## config.mk

```make
export PLATFORM = sky130hd
export DESIGN_NAME = strongly_connected_components_core
export DESIGN_NICKNAME = d
export VERILOG_FILES = /design/src/rtl/core/scc_pkg.sv /design/src/rtl/core/scc_ram.sv /design/src/rtl/core/strongly_connected_components_core.sv
export SDC_FILE = /design/constraint.sdc
export NUM_CORES = 2
export LEC_CHECK = 0
export BUFFER_PORTS_ARGS = -buffer_cell sky130_fd_sc_hd__buf_2
export CAP_MARGIN = 15
export CORE_ASPECT_RATIO = 2
export CORE_MARGIN = 1
export CORE_UTILIZATION = 30
export CTS_CLUSTER_SIZE = 8
export DETAILED_ROUTE_END_ITERATION = 12
export GPL_ROUTABILITY_DRIVEN = 0
export HOLD_SLACK_MARGIN = 0.05
export PLACE_DENSITY = 0.51
export SYNTH_ARGS = -nofsm -noshare
export SYNTH_HDL_FRONTEND = slang
export SYNTH_HIERARCHICAL = 1
export SYNTH_MEMORY_MAX_BITS = 65536
export SYNTH_SLANG_ARGS = --single-unit
```

## constraint.sdc

```tcl
create_clock -name clk_i -period 6.29 [get_ports clk_i]
set_input_delay 0.629 -clock clk_i [delete_from_list [all_inputs] [get_ports clk_i]]
set_output_delay 0.629 -clock clk_i [all_outputs]
set_load 0.01 [all_outputs]
```

## src/rtl/core/scc_pkg.sv

```systemverilog
// ----------------------------------------------------------------------------
// scc_pkg
// Shared widths and item codes for the strongly connected components core.
// ----------------------------------------------------------------------------
package scc_pkg;

  // field widths
  localparam int unsigned VertW  = 6;
  localparam int unsigned CompW  = 7;
  localparam int unsigned ActW   = 2;
  localparam int unsigned VCntW  = 7;
  localparam int unsigned NumVis = 2 ** VertW;

  // largest graph, tied to the vertex field width
  localparam int unsigned MaxVertices = 2 ** VertW;

  // action codes carried on the input tuser
  typedef enum logic [ActW-1:0] {
    ACT_ADD   = 2'd0,
    ACT_RUN   = 2'd1,
    ACT_CLEAR = 2'd2,
    ACT_NONE  = 2'd3
  } action_e;

endpackage

```

## src/rtl/core/scc_ram.sv

```systemverilog
// ----------------------------------------------------------------------------
// scc_ram
// Simple dual-port memory, one write and one registered read per cycle.
// ----------------------------------------------------------------------------
module scc_ram #(
  parameter int unsigned Width = 8,
  parameter int unsigned Depth = 64
) (
  input  logic                                   clk_i,
  input  logic                                   we_i,
  input  logic [((Depth > 1) ? $clog2(Depth) : 1)-1:0] waddr_i,
  input  logic [Width-1:0]                       wdata_i,
  input  logic                                   re_i,
  input  logic [((Depth > 1) ? $clog2(Depth) : 1)-1:0] raddr_i,
  output logic [Width-1:0]                       rdata_o
);

  logic [Width-1:0] mem [Depth];
  logic [Width-1:0] rdata_q;

  // write port
  always_ff @(posedge clk_i) begin
    if (we_i) begin
      mem[waddr_i] <= wdata_i;
    end
  end

  // read port, data held until the next read
  always_ff @(posedge clk_i) begin
    if (re_i) begin
      rdata_q <= mem[raddr_i];
    end
  end

  assign rdata_o = rdata_q;

endmodule

```

## src/rtl/core/strongly_connected_components_core.sv

```systemverilog
// ----------------------------------------------------------------------------
// strongly_connected_components_core
// Kosaraju component search over a loaded edge list, one vertex reported
// per output item with its component number.
// ----------------------------------------------------------------------------
// channel   dir  handshake             payload
// s_axis    in   tvalid/tready         tuser action, tdata src,dst
// m_axis    out  tvalid/tready         tdata vertex,component; tlast; tuser overflow
// cfg       in   cfg_we_i              cfg_wdata_i vertex_count
//
// add and clear items are taken while idle; an add to a full store gives one item
// a run walks the edge memory through one read port
// reset clears the control state and sets vertex_count to 64; the edge memory needs no clearing pass
// pass two stalls before emitting a vertex while a finished item waits on m_axis_tready_i
// ----------------------------------------------------------------------------
module strongly_connected_components_core
  import scc_pkg::*;
#(
  parameter int unsigned MAX_EDGES    = 256
) (
  input  logic             clk_i,
  input  logic             rst_ni,
  input  logic             s_axis_tvalid_i,
  output logic             s_axis_tready_o,
  input  logic [1:0]       s_axis_tuser_i,   // action
  input  logic [15:0]      s_axis_tdata_i,   // src, dst, zero fill
  output logic             m_axis_tvalid_o,
  input  logic             m_axis_tready_i,
  output logic [15:0]      m_axis_tdata_o,   // vertex, component, zero fill
  output logic             m_axis_tlast_o,
  output logic             m_axis_tuser_o,   // overflow
  input  logic             cfg_we_i,
  input  logic [VCntW-1:0] cfg_wdata_i       // vertex_count
);

  localparam int unsigned EcW = $clog2(MAX_EDGES + 1);
  localparam int unsigned EaW = (MAX_EDGES > 1) ? $clog2(MAX_EDGES) : 1;
  localparam int unsigned SdW = $clog2(MaxVertices + 1);
  localparam int unsigned SaW = $clog2(MaxVertices);
  localparam int unsigned WsW = VertW + EcW;

  typedef enum logic [9:0] {
    ST_IDLE  = 10'b0000000001,
    ST_P1_ST = 10'b0000000010,
    ST_P1_RD = 10'b0000000100,
    ST_P1_EV = 10'b0000001000,
    ST_P1_PO = 10'b0000010000,
    ST_P2_RT = 10'b0000100000,
    ST_P2_R2 = 10'b0001000000,
    ST_P2_RD = 10'b0010000000,
    ST_P2_EV = 10'b0100000000,
    ST_P2_PO = 10'b1000000000
  } state_e;

  state_e              state_q, state_d;
  logic [VCntW-1:0]    vcount_q, n_q, n_d;
  logic [EcW-1:0]      ecount_q, ecount_d;
  logic [VCntW-1:0]    s_q, s_d;
  logic [VertW-1:0]    cur_v_q, cur_v_d;
  logic [EcW-1:0]      cur_k_q, cur_k_d;
  logic [SdW-1:0]      depth_q, depth_d;
  logic [SdW-1:0]      ftop_q, ftop_d;
  logic [VertW-1:0]    best_q, best_d;
  logic                best_vld_q, best_vld_d;
  logic [CompW-1:0]    comp_q, comp_d;
  logic [VCntW-1:0]    emit_cnt_q, emit_cnt_d;
  logic [NumVis-1:0]   visited_q, visited_d;

  logic                out_vld_q, out_vld_d;
  logic [VertW-1:0]    out_vert_q, out_vert_d;
  logic [CompW-1:0]    out_comp_q, out_comp_d;
  logic                out_last_q, out_last_d;
  logic                out_ovf_q, out_ovf_d;

  // memory ports
  logic                e_we, e_re;
  logic [EaW-1:0]      e_raddr;
  logic [2*VertW-1:0]  e_rdata;
  logic                w_we, w_re;
  logic [SaW-1:0]      w_waddr, w_raddr;
  logic [WsW-1:0]      w_wdata, w_rdata;
  logic                f_we, f_re;
  logic [SaW-1:0]      f_waddr, f_raddr;
  logic [VertW-1:0]    f_wdata, f_rdata;

  logic                in_acc, out_free;
  logic [VertW-1:0]    in_src, in_dst, e_src, e_dst;
  logic [VCntW-1:0]    n_run;

  assign in_src   = s_axis_tdata_i[VertW-1:0];
  assign in_dst   = s_axis_tdata_i[2*VertW-1:VertW];
  assign e_src    = e_rdata[VertW-1:0];
  assign e_dst    = e_rdata[2*VertW-1:VertW];
  assign out_free = !out_vld_q || m_axis_tready_i;
  assign s_axis_tready_o = (state_q == ST_IDLE) && out_free;
  assign in_acc   = s_axis_tvalid_i && s_axis_tready_o;
  assign n_run    = ({25'd0, vcount_q} > MaxVertices) ? VCntW'(MaxVertices) : vcount_q;

  scc_ram #(.Width(2 * VertW), .Depth(MAX_EDGES)) u_edge_ram (
    .clk_i   (clk_i),
    .we_i    (e_we),
    .waddr_i (ecount_q[EaW-1:0]),
    .wdata_i ({in_dst, in_src}),
    .re_i    (e_re),
    .raddr_i (e_raddr),
    .rdata_o (e_rdata)
  );

  scc_ram #(.Width(WsW), .Depth(MaxVertices)) u_walk_ram (
    .clk_i   (clk_i),
    .we_i    (w_we),
    .waddr_i (w_waddr),
    .wdata_i (w_wdata),
    .re_i    (w_re),
    .raddr_i (w_raddr),
    .rdata_o (w_rdata)
  );

  scc_ram #(.Width(VertW), .Depth(MaxVertices)) u_finish_ram (
    .clk_i   (clk_i),
    .we_i    (f_we),
    .waddr_i (f_waddr),
    .wdata_i (f_wdata),
    .re_i    (f_re),
    .raddr_i (f_raddr),
    .rdata_o (f_rdata)
  );

  // sequencer for both passes
  always_comb begin
    state_d    = state_q;
    n_d        = n_q;
    ecount_d   = ecount_q;
    s_d        = s_q;
    cur_v_d    = cur_v_q;
    cur_k_d    = cur_k_q;
    depth_d    = depth_q;
    ftop_d     = ftop_q;
    best_d     = best_q;
    best_vld_d = best_vld_q;
    comp_d     = comp_q;
    emit_cnt_d = emit_cnt_q;
    visited_d  = visited_q;
    out_vld_d  = out_vld_q && !m_axis_tready_i;
    out_vert_d = out_vert_q;
    out_comp_d = out_comp_q;
    out_last_d = out_last_q;
    out_ovf_d  = out_ovf_q;
    e_we = 1'b0; e_re = 1'b0; e_raddr = cur_k_q[EaW-1:0];
    w_we = 1'b0; w_re = 1'b0;
    w_waddr = depth_q[SaW-1:0];
    w_raddr = SaW'(depth_q - 1'b1);
    w_wdata = {EcW'(cur_k_q + 1'b1), cur_v_q};
    f_we = 1'b0; f_re = 1'b0;
    f_waddr = ftop_q[SaW-1:0];
    f_raddr = SaW'(ftop_q - 1'b1);
    f_wdata = cur_v_q;

    unique case (state_q)
      ST_IDLE: begin
        if (in_acc) begin
          unique case (action_e'(s_axis_tuser_i))
            ACT_ADD: begin
              if (ecount_q == EcW'(MAX_EDGES)) begin
                out_vld_d  = 1'b1;
                out_vert_d = '0;
                out_comp_d = '0;
                out_last_d = 1'b0;
                out_ovf_d  = 1'b1;
              end else begin
                e_we     = 1'b1;
                ecount_d = ecount_q + 1'b1;
              end
            end
            ACT_CLEAR: ecount_d = '0;
            ACT_RUN: begin
              if (n_run != '0) begin
                n_d       = n_run;
                s_d       = '0;
                ftop_d    = '0;
                visited_d = '0;
                state_d   = ST_P1_ST;
              end
            end
            ACT_NONE: ;
            default: ;
          endcase
        end
      end
      // pick the next unvisited start vertex, or start pass two once all are tried
      ST_P1_ST: begin
        if (s_q == n_q) begin
          visited_d  = '0;
          comp_d     = CompW'(1);
          emit_cnt_d = '0;
          state_d    = ST_P2_RT;
        end else if (visited_q[s_q[VertW-1:0]]) begin
          s_d = s_q + 1'b1;
        end else begin
          visited_d[s_q[VertW-1:0]] = 1'b1;
          cur_v_d = s_q[VertW-1:0];
          cur_k_d = '0;
          depth_d = '0;
          state_d = ST_P1_RD;
        end
      end
      // fetch the next edge or finish the vertex
      ST_P1_RD: begin
        if (cur_k_q == ecount_q) begin
          f_we   = 1'b1;
          ftop_d = ftop_q + 1'b1;
          if (depth_q == '0) begin
            s_d     = s_q + 1'b1;
            state_d = ST_P1_ST;
          end else begin
            w_re    = 1'b1;
            depth_d = depth_q - 1'b1;
            state_d = ST_P1_PO;
          end
        end else begin
          e_re    = 1'b1;
          state_d = ST_P1_RD == state_q ? ST_P1_EV : state_q;
        end
      end
      // follow the edge if it leaves the current vertex for an unvisited vertex in range
      ST_P1_EV: begin
        cur_k_d = cur_k_q + 1'b1;
        state_d = ST_P1_RD;
        if (e_src == cur_v_q && {1'b0, e_dst} < n_q && !visited_q[e_dst]) begin
          visited_d[e_dst] = 1'b1;
          w_we    = 1'b1;
          depth_d = depth_q + 1'b1;
          cur_v_d = e_dst;
          cur_k_d = '0;
        end
      end
      ST_P1_PO: begin
        cur_v_d = w_rdata[VertW-1:0];
        cur_k_d = w_rdata[WsW-1:VertW];
        state_d = ST_P1_RD;
      end
      // pop the next root from the finish order, or return to idle when it is empty
      ST_P2_RT: begin
        if (ftop_q == '0) begin
          state_d = ST_IDLE;
        end else begin
          f_re    = 1'b1;
          ftop_d  = ftop_q - 1'b1;
          state_d = ST_P2_R2;
        end
      end
      ST_P2_R2: begin
        if ({1'b0, f_rdata} >= n_q || visited_q[f_rdata]) begin
          state_d = ST_P2_RT;
        end else if (out_free) begin
          visited_d[f_rdata] = 1'b1;
          out_vld_d  = 1'b1;
          out_vert_d = f_rdata;
          out_comp_d = comp_q;
          out_last_d = (emit_cnt_q + 1'b1) == n_q;
          out_ovf_d  = 1'b0;
          emit_cnt_d = emit_cnt_q + 1'b1;
          cur_v_d    = f_rdata;
          cur_k_d    = '0;
          best_vld_d = 1'b0;
          depth_d    = '0;
          state_d    = ST_P2_RD;
        end
      end
      // scan all edges for the lowest unvisited predecessor, then visit it or step back
      ST_P2_RD: begin
        if (cur_k_q != ecount_q) begin
          e_re    = 1'b1;
          state_d = ST_P2_EV;
        end else if (best_vld_q) begin
          if (out_free) begin
            visited_d[best_q] = 1'b1;
            out_vld_d  = 1'b1;
            out_vert_d = best_q;
            out_comp_d = comp_q;
            out_last_d = (emit_cnt_q + 1'b1) == n_q;
            out_ovf_d  = 1'b0;
            emit_cnt_d = emit_cnt_q + 1'b1;
            w_we       = 1'b1;
            w_wdata    = {{EcW{1'b0}}, cur_v_q};
            depth_d    = depth_q + 1'b1;
            cur_v_d    = best_q;
            cur_k_d    = '0;
            best_vld_d = 1'b0;
          end
        end else if (depth_q == '0) begin
          comp_d  = comp_q + 1'b1;
          state_d = ST_P2_RT;
        end else begin
          w_re    = 1'b1;
          depth_d = depth_q - 1'b1;
          state_d = ST_P2_PO;
        end
      end
      ST_P2_EV: begin
        cur_k_d = cur_k_q + 1'b1;
        state_d = ST_P2_RD;
        if (e_dst == cur_v_q && {1'b0, e_src} < n_q && !visited_q[e_src] &&
            (!best_vld_q || e_src < best_q)) begin
          best_d     = e_src;
          best_vld_d = 1'b1;
        end
      end
      ST_P2_PO: begin
        cur_v_d    = w_rdata[VertW-1:0];
        cur_k_d    = '0;
        best_vld_d = 1'b0;
        state_d    = ST_P2_RD;
      end
      default: state_d = ST_IDLE;
    endcase
  end

  // control registers
  always_ff @(posedge clk_i or negedge rst_ni) begin
    if (!rst_ni) begin
      state_q    <= ST_IDLE;
      vcount_q   <= VCntW'(64);
      n_q        <= '0;
      ecount_q   <= '0;
      s_q        <= '0;
      cur_v_q    <= '0;
      cur_k_q    <= '0;
      depth_q    <= '0;
      ftop_q     <= '0;
      best_q     <= '0;
      best_vld_q <= 1'b0;
      comp_q     <= CompW'(1);
      emit_cnt_q <= '0;
      visited_q  <= '0;
      out_vld_q  <= 1'b0;
    end else begin
      state_q    <= state_d;
      if (cfg_we_i) begin
        vcount_q <= cfg_wdata_i;
      end
      n_q        <= n_d;
      ecount_q   <= ecount_d;
      s_q        <= s_d;
      cur_v_q    <= cur_v_d;
      cur_k_q    <= cur_k_d;
      depth_q    <= depth_d;
      ftop_q     <= ftop_d;
      best_q     <= best_d;
      best_vld_q <= best_vld_d;
      comp_q     <= comp_d;
      emit_cnt_q <= emit_cnt_d;
      visited_q  <= visited_d;
      out_vld_q  <= out_vld_d;
    end
  end

  // output payload
  always_ff @(posedge clk_i) begin
    out_vert_q <= out_vert_d;
    out_comp_q <= out_comp_d;
    out_last_q <= out_last_d;
    out_ovf_q  <= out_ovf_d;
  end

  assign m_axis_tvalid_o = out_vld_q;
  assign m_axis_tdata_o  = {3'b000, out_comp_q, out_vert_q};
  assign m_axis_tlast_o  = out_last_q;
  assign m_axis_tuser_o  = out_ovf_q;

endmodule
```

==> flow_results.xml <==
<?xml version="1.0" encoding="UTF-8"?>
<metrics>
  <group name="run_status">
    <metric name="status" unit="">finished clean</metric>
  </group>
  <group name="cts">
    <metric name="cts_tree" unit="">yes</metric>
    <metric name="clock_tree.buffer_depth" unit="">5</metric>
    <metric name="clkLatencyLatePin" unit="ns">1.08</metric>
    <metric name="cts_root_buffer" unit="">sky130_fd_sc_hd__clkbuf_16</metric>
    <metric name="postCtsResizedCells" unit="">0</metric>
    <metric name="number_of_sinks_on_the_clock_net" unit="">4619</metric>
    <metric name="cts.reportedPaths.clkPinSlew" unit="ns">0.05</metric>
    <metric name="cts_made_buffers" unit="">681</metric>
    <metric name="hold_buffers" unit="">20</metric>
    <metric name="ctsHtreeMaxLevel" unit="">6</metric>
    <metric name="cts.repair_timing.setup_buffer_count" unit="">0</metric>
  </group>
  <group name="power_and_ir_drop">
    <metric name="power_frac_comb" unit="%">17.9</metric>
    <metric name="internal_power" unit="mW">59.6</metric>
    <metric name="power_switching" unit="mW">21.7</metric>
    <metric name="irDropWorstVdd" unit="V">0.000245</metric>
    <metric name="share_seq_of_total_power" unit="%">42.9</metric>
    <metric name="powerDensity" unit="nW/um^2">375</metric>
    <metric name="post-layout-total-power" unit="mW">81.3</metric>
    <metric name="lkg_pwr" unit="nW">68.3</metric>
    <metric name="sw_frac_of_total" unit="%">26.7</metric>
    <metric name="p_clk_share" unit="%">39.2</metric>
  </group>
  <group name="detailed_routing">
    <metric name="routed-via-count" unit="">98800</metric>
    <metric name="first_pass_iters" unit="">7</metric>
    <metric name="detail_routed_net_length_per_standard_cell" unit="um">31.0</metric>
    <metric name="route.antenna.remaining_nets" unit="">0</metric>
    <metric name="detail_route.iter0.violations" unit="">9111</metric>
    <metric name="drt_drc_violations_left" unit="">0</metric>
    <metric name="dr_vias_cell" unit="">5.29</metric>
    <metric name="finalWirelength" unit="um">579000</metric>
  </group>
  <group name="worst_setup_path">
    <metric name="arrival" unit="ns">6.75</metric>
    <metric name="critPathCaptureType" unit="">flop</metric>
    <metric name="path_class" unit="">flop to flop</metric>
    <metric name="timing.rr.start" unit="">u_edge_ram/rdata_o[6]</metric>
    <metric name="crit_required" unit="ns">6.98</metric>
    <metric name="crit_path_end" unit="">u_walk_ram/mem[46][4]</metric>
    <metric name="startpoint_kind_of_the_worst_setup_timing_path" unit="">flop</metric>
    <metric name="crit_path_start" unit="">u_edge_ram/rdata_o[6]</metric>
    <metric name="worstPathMaxFanout" unit="">25</metric>
    <metric name="reg2reg_slack" unit="ns">0.23</metric>
    <metric name="r2r_cells" unit="">11</metric>
    <metric name="critical_r2r_capture" unit="">u_walk_ram/mem[46][4]</metric>
  </group>
  <group name="yosys">
    <metric name="avgSynthCellArea" unit="sq um">19.5</metric>
    <metric name="synth-seq-area-share" unit="%">74.2</metric>
    <metric name="synth_enable_flop_cells" unit="">4464</metric>
    <metric name="netlist_instances" unit="">9544</metric>
    <metric name="yosys.cell_types.count" unit="">95</metric>
    <metric name="synth.ff_latch_count" unit="">4619</metric>
    <metric name="syn_area" unit="sq um">186000</metric>
    <metric name="synth-async-reset-ratio" unit="%">3.36</metric>
    <metric name="yosysWarningCount" unit="">6</metric>
    <metric name="synth_ff_type" unit="">sky130_fd_sc_hd__edfxtp_1</metric>
  </group>
  <group name="die">
    <metric name="initial_core_util" unit="%">30.1</metric>
    <metric name="fp.dieH" unit="um">1110</metric>
    <metric name="die_w" unit="um">558</metric>
    <metric name="core_region_area" unit="sq um">617000</metric>
    <metric name="die_area" unit="sq um">623000</metric>
    <metric name="boundaryPins" unit="">50</metric>
    <metric name="rows" unit="">408</metric>
  </group>
  <group name="timing">
    <metric name="finalClockSkew" unit="ns">0.0761</metric>
    <metric name="post-route-min-period" unit="ns">6.06</metric>
    <metric name="report.final.slew_viol_count" unit="">0</metric>
    <metric name="timing_hold_violations_final" unit="">0</metric>
    <metric name="worst_max_slew_margin_expressed_relative_to_the_limit" unit="%">3.07</metric>
    <metric name="tns" unit="ns">0</metric>
    <metric name="rsz0062_at_grt" unit="">no</metric>
    <metric name="final_critical_path_share_of_the_clock_period" unit="%">96.3</metric>
    <metric name="max_freq" unit="MHz">165</metric>
    <metric name="setup_viol_count_final" unit="">0</metric>
    <metric name="worstMarginPinSlew" unit="ns">1.45</metric>
  </group>
  <group name="layout">
    <metric name="finish.cell_count_without_fillers" unit="">18700</metric>
    <metric name="mostFrequentLayoutCell" unit="">sky130_fd_sc_hd__edfxtp_1</metric>
    <metric name="commonest_non_fill_non_tap_cells_in_the_layout" unit="">4464 x sky130_fd_sc_hd__edfxtp_1, 991 x sky130_fd_sc_hd__mux4_2, 688 x sky130_fd_sc_hd__clkbuf_16</metric>
    <metric name="post_route_cells_drive_above_1_share" unit="%">25.9</metric>
    <metric name="synthToLayoutAreaGrowth" unit="%">16.8</metric>
    <metric name="filler_cell_count" unit="">57500</metric>
    <metric name="utilization" unit="%">35.2</metric>
    <metric name="nets_finish" unit="">10400</metric>
  </group>
  <group name="placement">
    <metric name="port_buffers" unit="">42</metric>
    <metric name="dp_hpwl" unit="um">384000</metric>
    <metric name="placed_cells" unit="">17800</metric>
  </group>
  <group name="grt">
    <metric name="grt_first_pass_wirelength" unit="um">809000</metric>
    <metric name="grt_start_max_net_pins" unit="">185</metric>
    <metric name="globalRouteOverflowTotal" unit="">0</metric>
    <metric name="grt_pass1_vias" unit="">105000</metric>
    <metric name="antenna_found_initial" unit="">22</metric>
    <metric name="total_global_routing_track_utilization" unit="%">18.5</metric>
  </group>
  <group name="hold_path">
    <metric name="worstHoldPathType" unit="">primary input to flop</metric>
  </group>
  <group name="flow_run">
    <metric name="drv.max_cap_violation_count" unit="">0</metric>
  </group>
</metrics>
## sequential cells by signal, summed over array words and instances, names as in the netlist, 7 cells and up
| signal | cells |
|---|---|
| u_walk_ram/rdata_o | 15 |
| s_q | 7 |
| n_q | 7 |
| u_walk_ram/mem | 960 |
| comp_q | 7 |
| ftop_q | 7 |
| ecount_q | 9 |
| visited_q | 64 |
| cur_k_q | 9 |
| vcount_q | 7 |
| state_q | 10 |
| u_finish_ram/mem | 384 |
| u_edge_ram/rdata_o | 12 |
| out_comp_q | 7 |
| u_edge_ram/mem | 3072 |
| depth_q | 7 |
| emit_cnt_q | 7 |
## through the flow
| stage | setup slack (ns) | hold slack, ns | instance area [sq um] |
|---|---|---|---|
| after floorplan | 1.61 | 0.333 | 186000 |
| after global placement | 0.854 | 0.499 | 199000 |
| after detailed placement | 0.868 | 0.503 | 199000 |
| after CTS | 0.799 | 0.0668 | 217000 |
| after global routing | 0.108 | 0.0729 | 217000 |
| final | 0.234 | 0.0305 | 217000 |
## metal layers
layer	GRT usage, %	vias to the layer above	share of wire [%]
li1	-	41000	-
met1	17.6	52300	31
met2	34.8	3887	55
met3	2.66	1622	4.5
met4	15.0	2	9.3
met5	0	-	0.0035
## kinds of logic (layout without fill, tap and decap cells)
kind of cell / count (synthesis) / after routing / share of synthesized area [%]
muxes: 1424 / 1424 / 14.5
other: 1 / 39 / 0.00202
buffers and inverters: 630 / 1541 / 1.93
xor gates and xnor gates: 67 / 67 / 0.316
adders and majority gates: 32 / 32 / 0.215
DFF: 4619 / 4619 / 74.2
AOI/OAI and AO/OA: 1306 / 1306 / 4.99
and+or+nand+nor: 1465 / 1465 / 3.82
## cell usage after synthesis (all sizes together) (51+ instances only)
cell type / instances / area share [%]
nor2: 615 / 1.2
o22ai: 131 / 0.44
nor3: 89 / 0.24
dfrtp: 152 / 2.0
a21oi: 291 / 0.78
or3: 51 / 0.17
o21ai: 137 / 0.37
nor2b: 79 / 0.27
o221a: 66 / 0.40
a221oi: 60 / 0.29
mux2i: 301 / 1.6
a22oi: 232 / 0.94
edfxtp: 4464 / 72
buf: 308 / 1.3
mux2: 126 / 0.76
nand2: 219 / 0.44
mux4: 997 / 12
o221ai: 95 / 0.45
nand3: 110 / 0.30
nor4: 56 / 0.21
clkbuf: 278 / 0.56
## power by group through the flow
stage               logic [mW]  registers, mW  clock network [mW]
finish                    14.5           34.9                31.9
floorplan                 9.60           35.3                   0
global route              15.2           34.9                33.5
detailed placement        14.7           35.4                   0
global placement          14.5           35.4                   0
CTS                       14.8           34.9                32.5
## how the worst min path moves through the flow
stage                                 start                     end  cells past startpoint
final                     s_axis_tdata_i[0]  u_edge_ram/mem[164][0]                      1
after detailed placement          ftop_q[6]               ftop_q[6]                      1
after global routing      s_axis_tdata_i[0]  u_edge_ram/mem[164][0]                      1
after floorplan                      rst_ni               best_q[0]                      0
after CTS                 s_axis_tdata_i[1]  u_edge_ram/mem[187][1]                      1
after global placement            ftop_q[6]               ftop_q[6]                      1
## area by class of cell
class                   count  area [sq um]  area share (%)
clock buffers             760         17500            8.07
repair buffers            713          5950            2.74
well taps                8200         10300            4.73
diodes                     36          90.1          0.0415
clock inverters            24           314           0.145
flip-flops and latches   4619        138000            63.6
inverters                  44           186          0.0859
multi-input cells        4297         44700            20.6
## worst max-delay path, stage by stage (launching register included)
cell and delay (ns):
sky130_fd_sc_hd__edfxtp_1 1.04, sky130_fd_sc_hd__clkinv_1 0.58, sky130_fd_sc_hd__a311oi_1 0.42, sky130_fd_sc_hd__o22a_1 0.21, sky130_fd_sc_hd__nor2_1 0.04, sky130_fd_sc_hd__a211oi_1 0.96
sky130_fd_sc_hd__buf_4 0.29, sky130_fd_sc_hd__a31o_2 0.40, sky130_fd_sc_hd__nor2b_1 0.34, sky130_fd_sc_hd__nand3_1 0.46, sky130_fd_sc_hd__nor2_1 0.65, sky130_fd_sc_hd__buf_4 0.33
(Power assumes the default switching activity.)
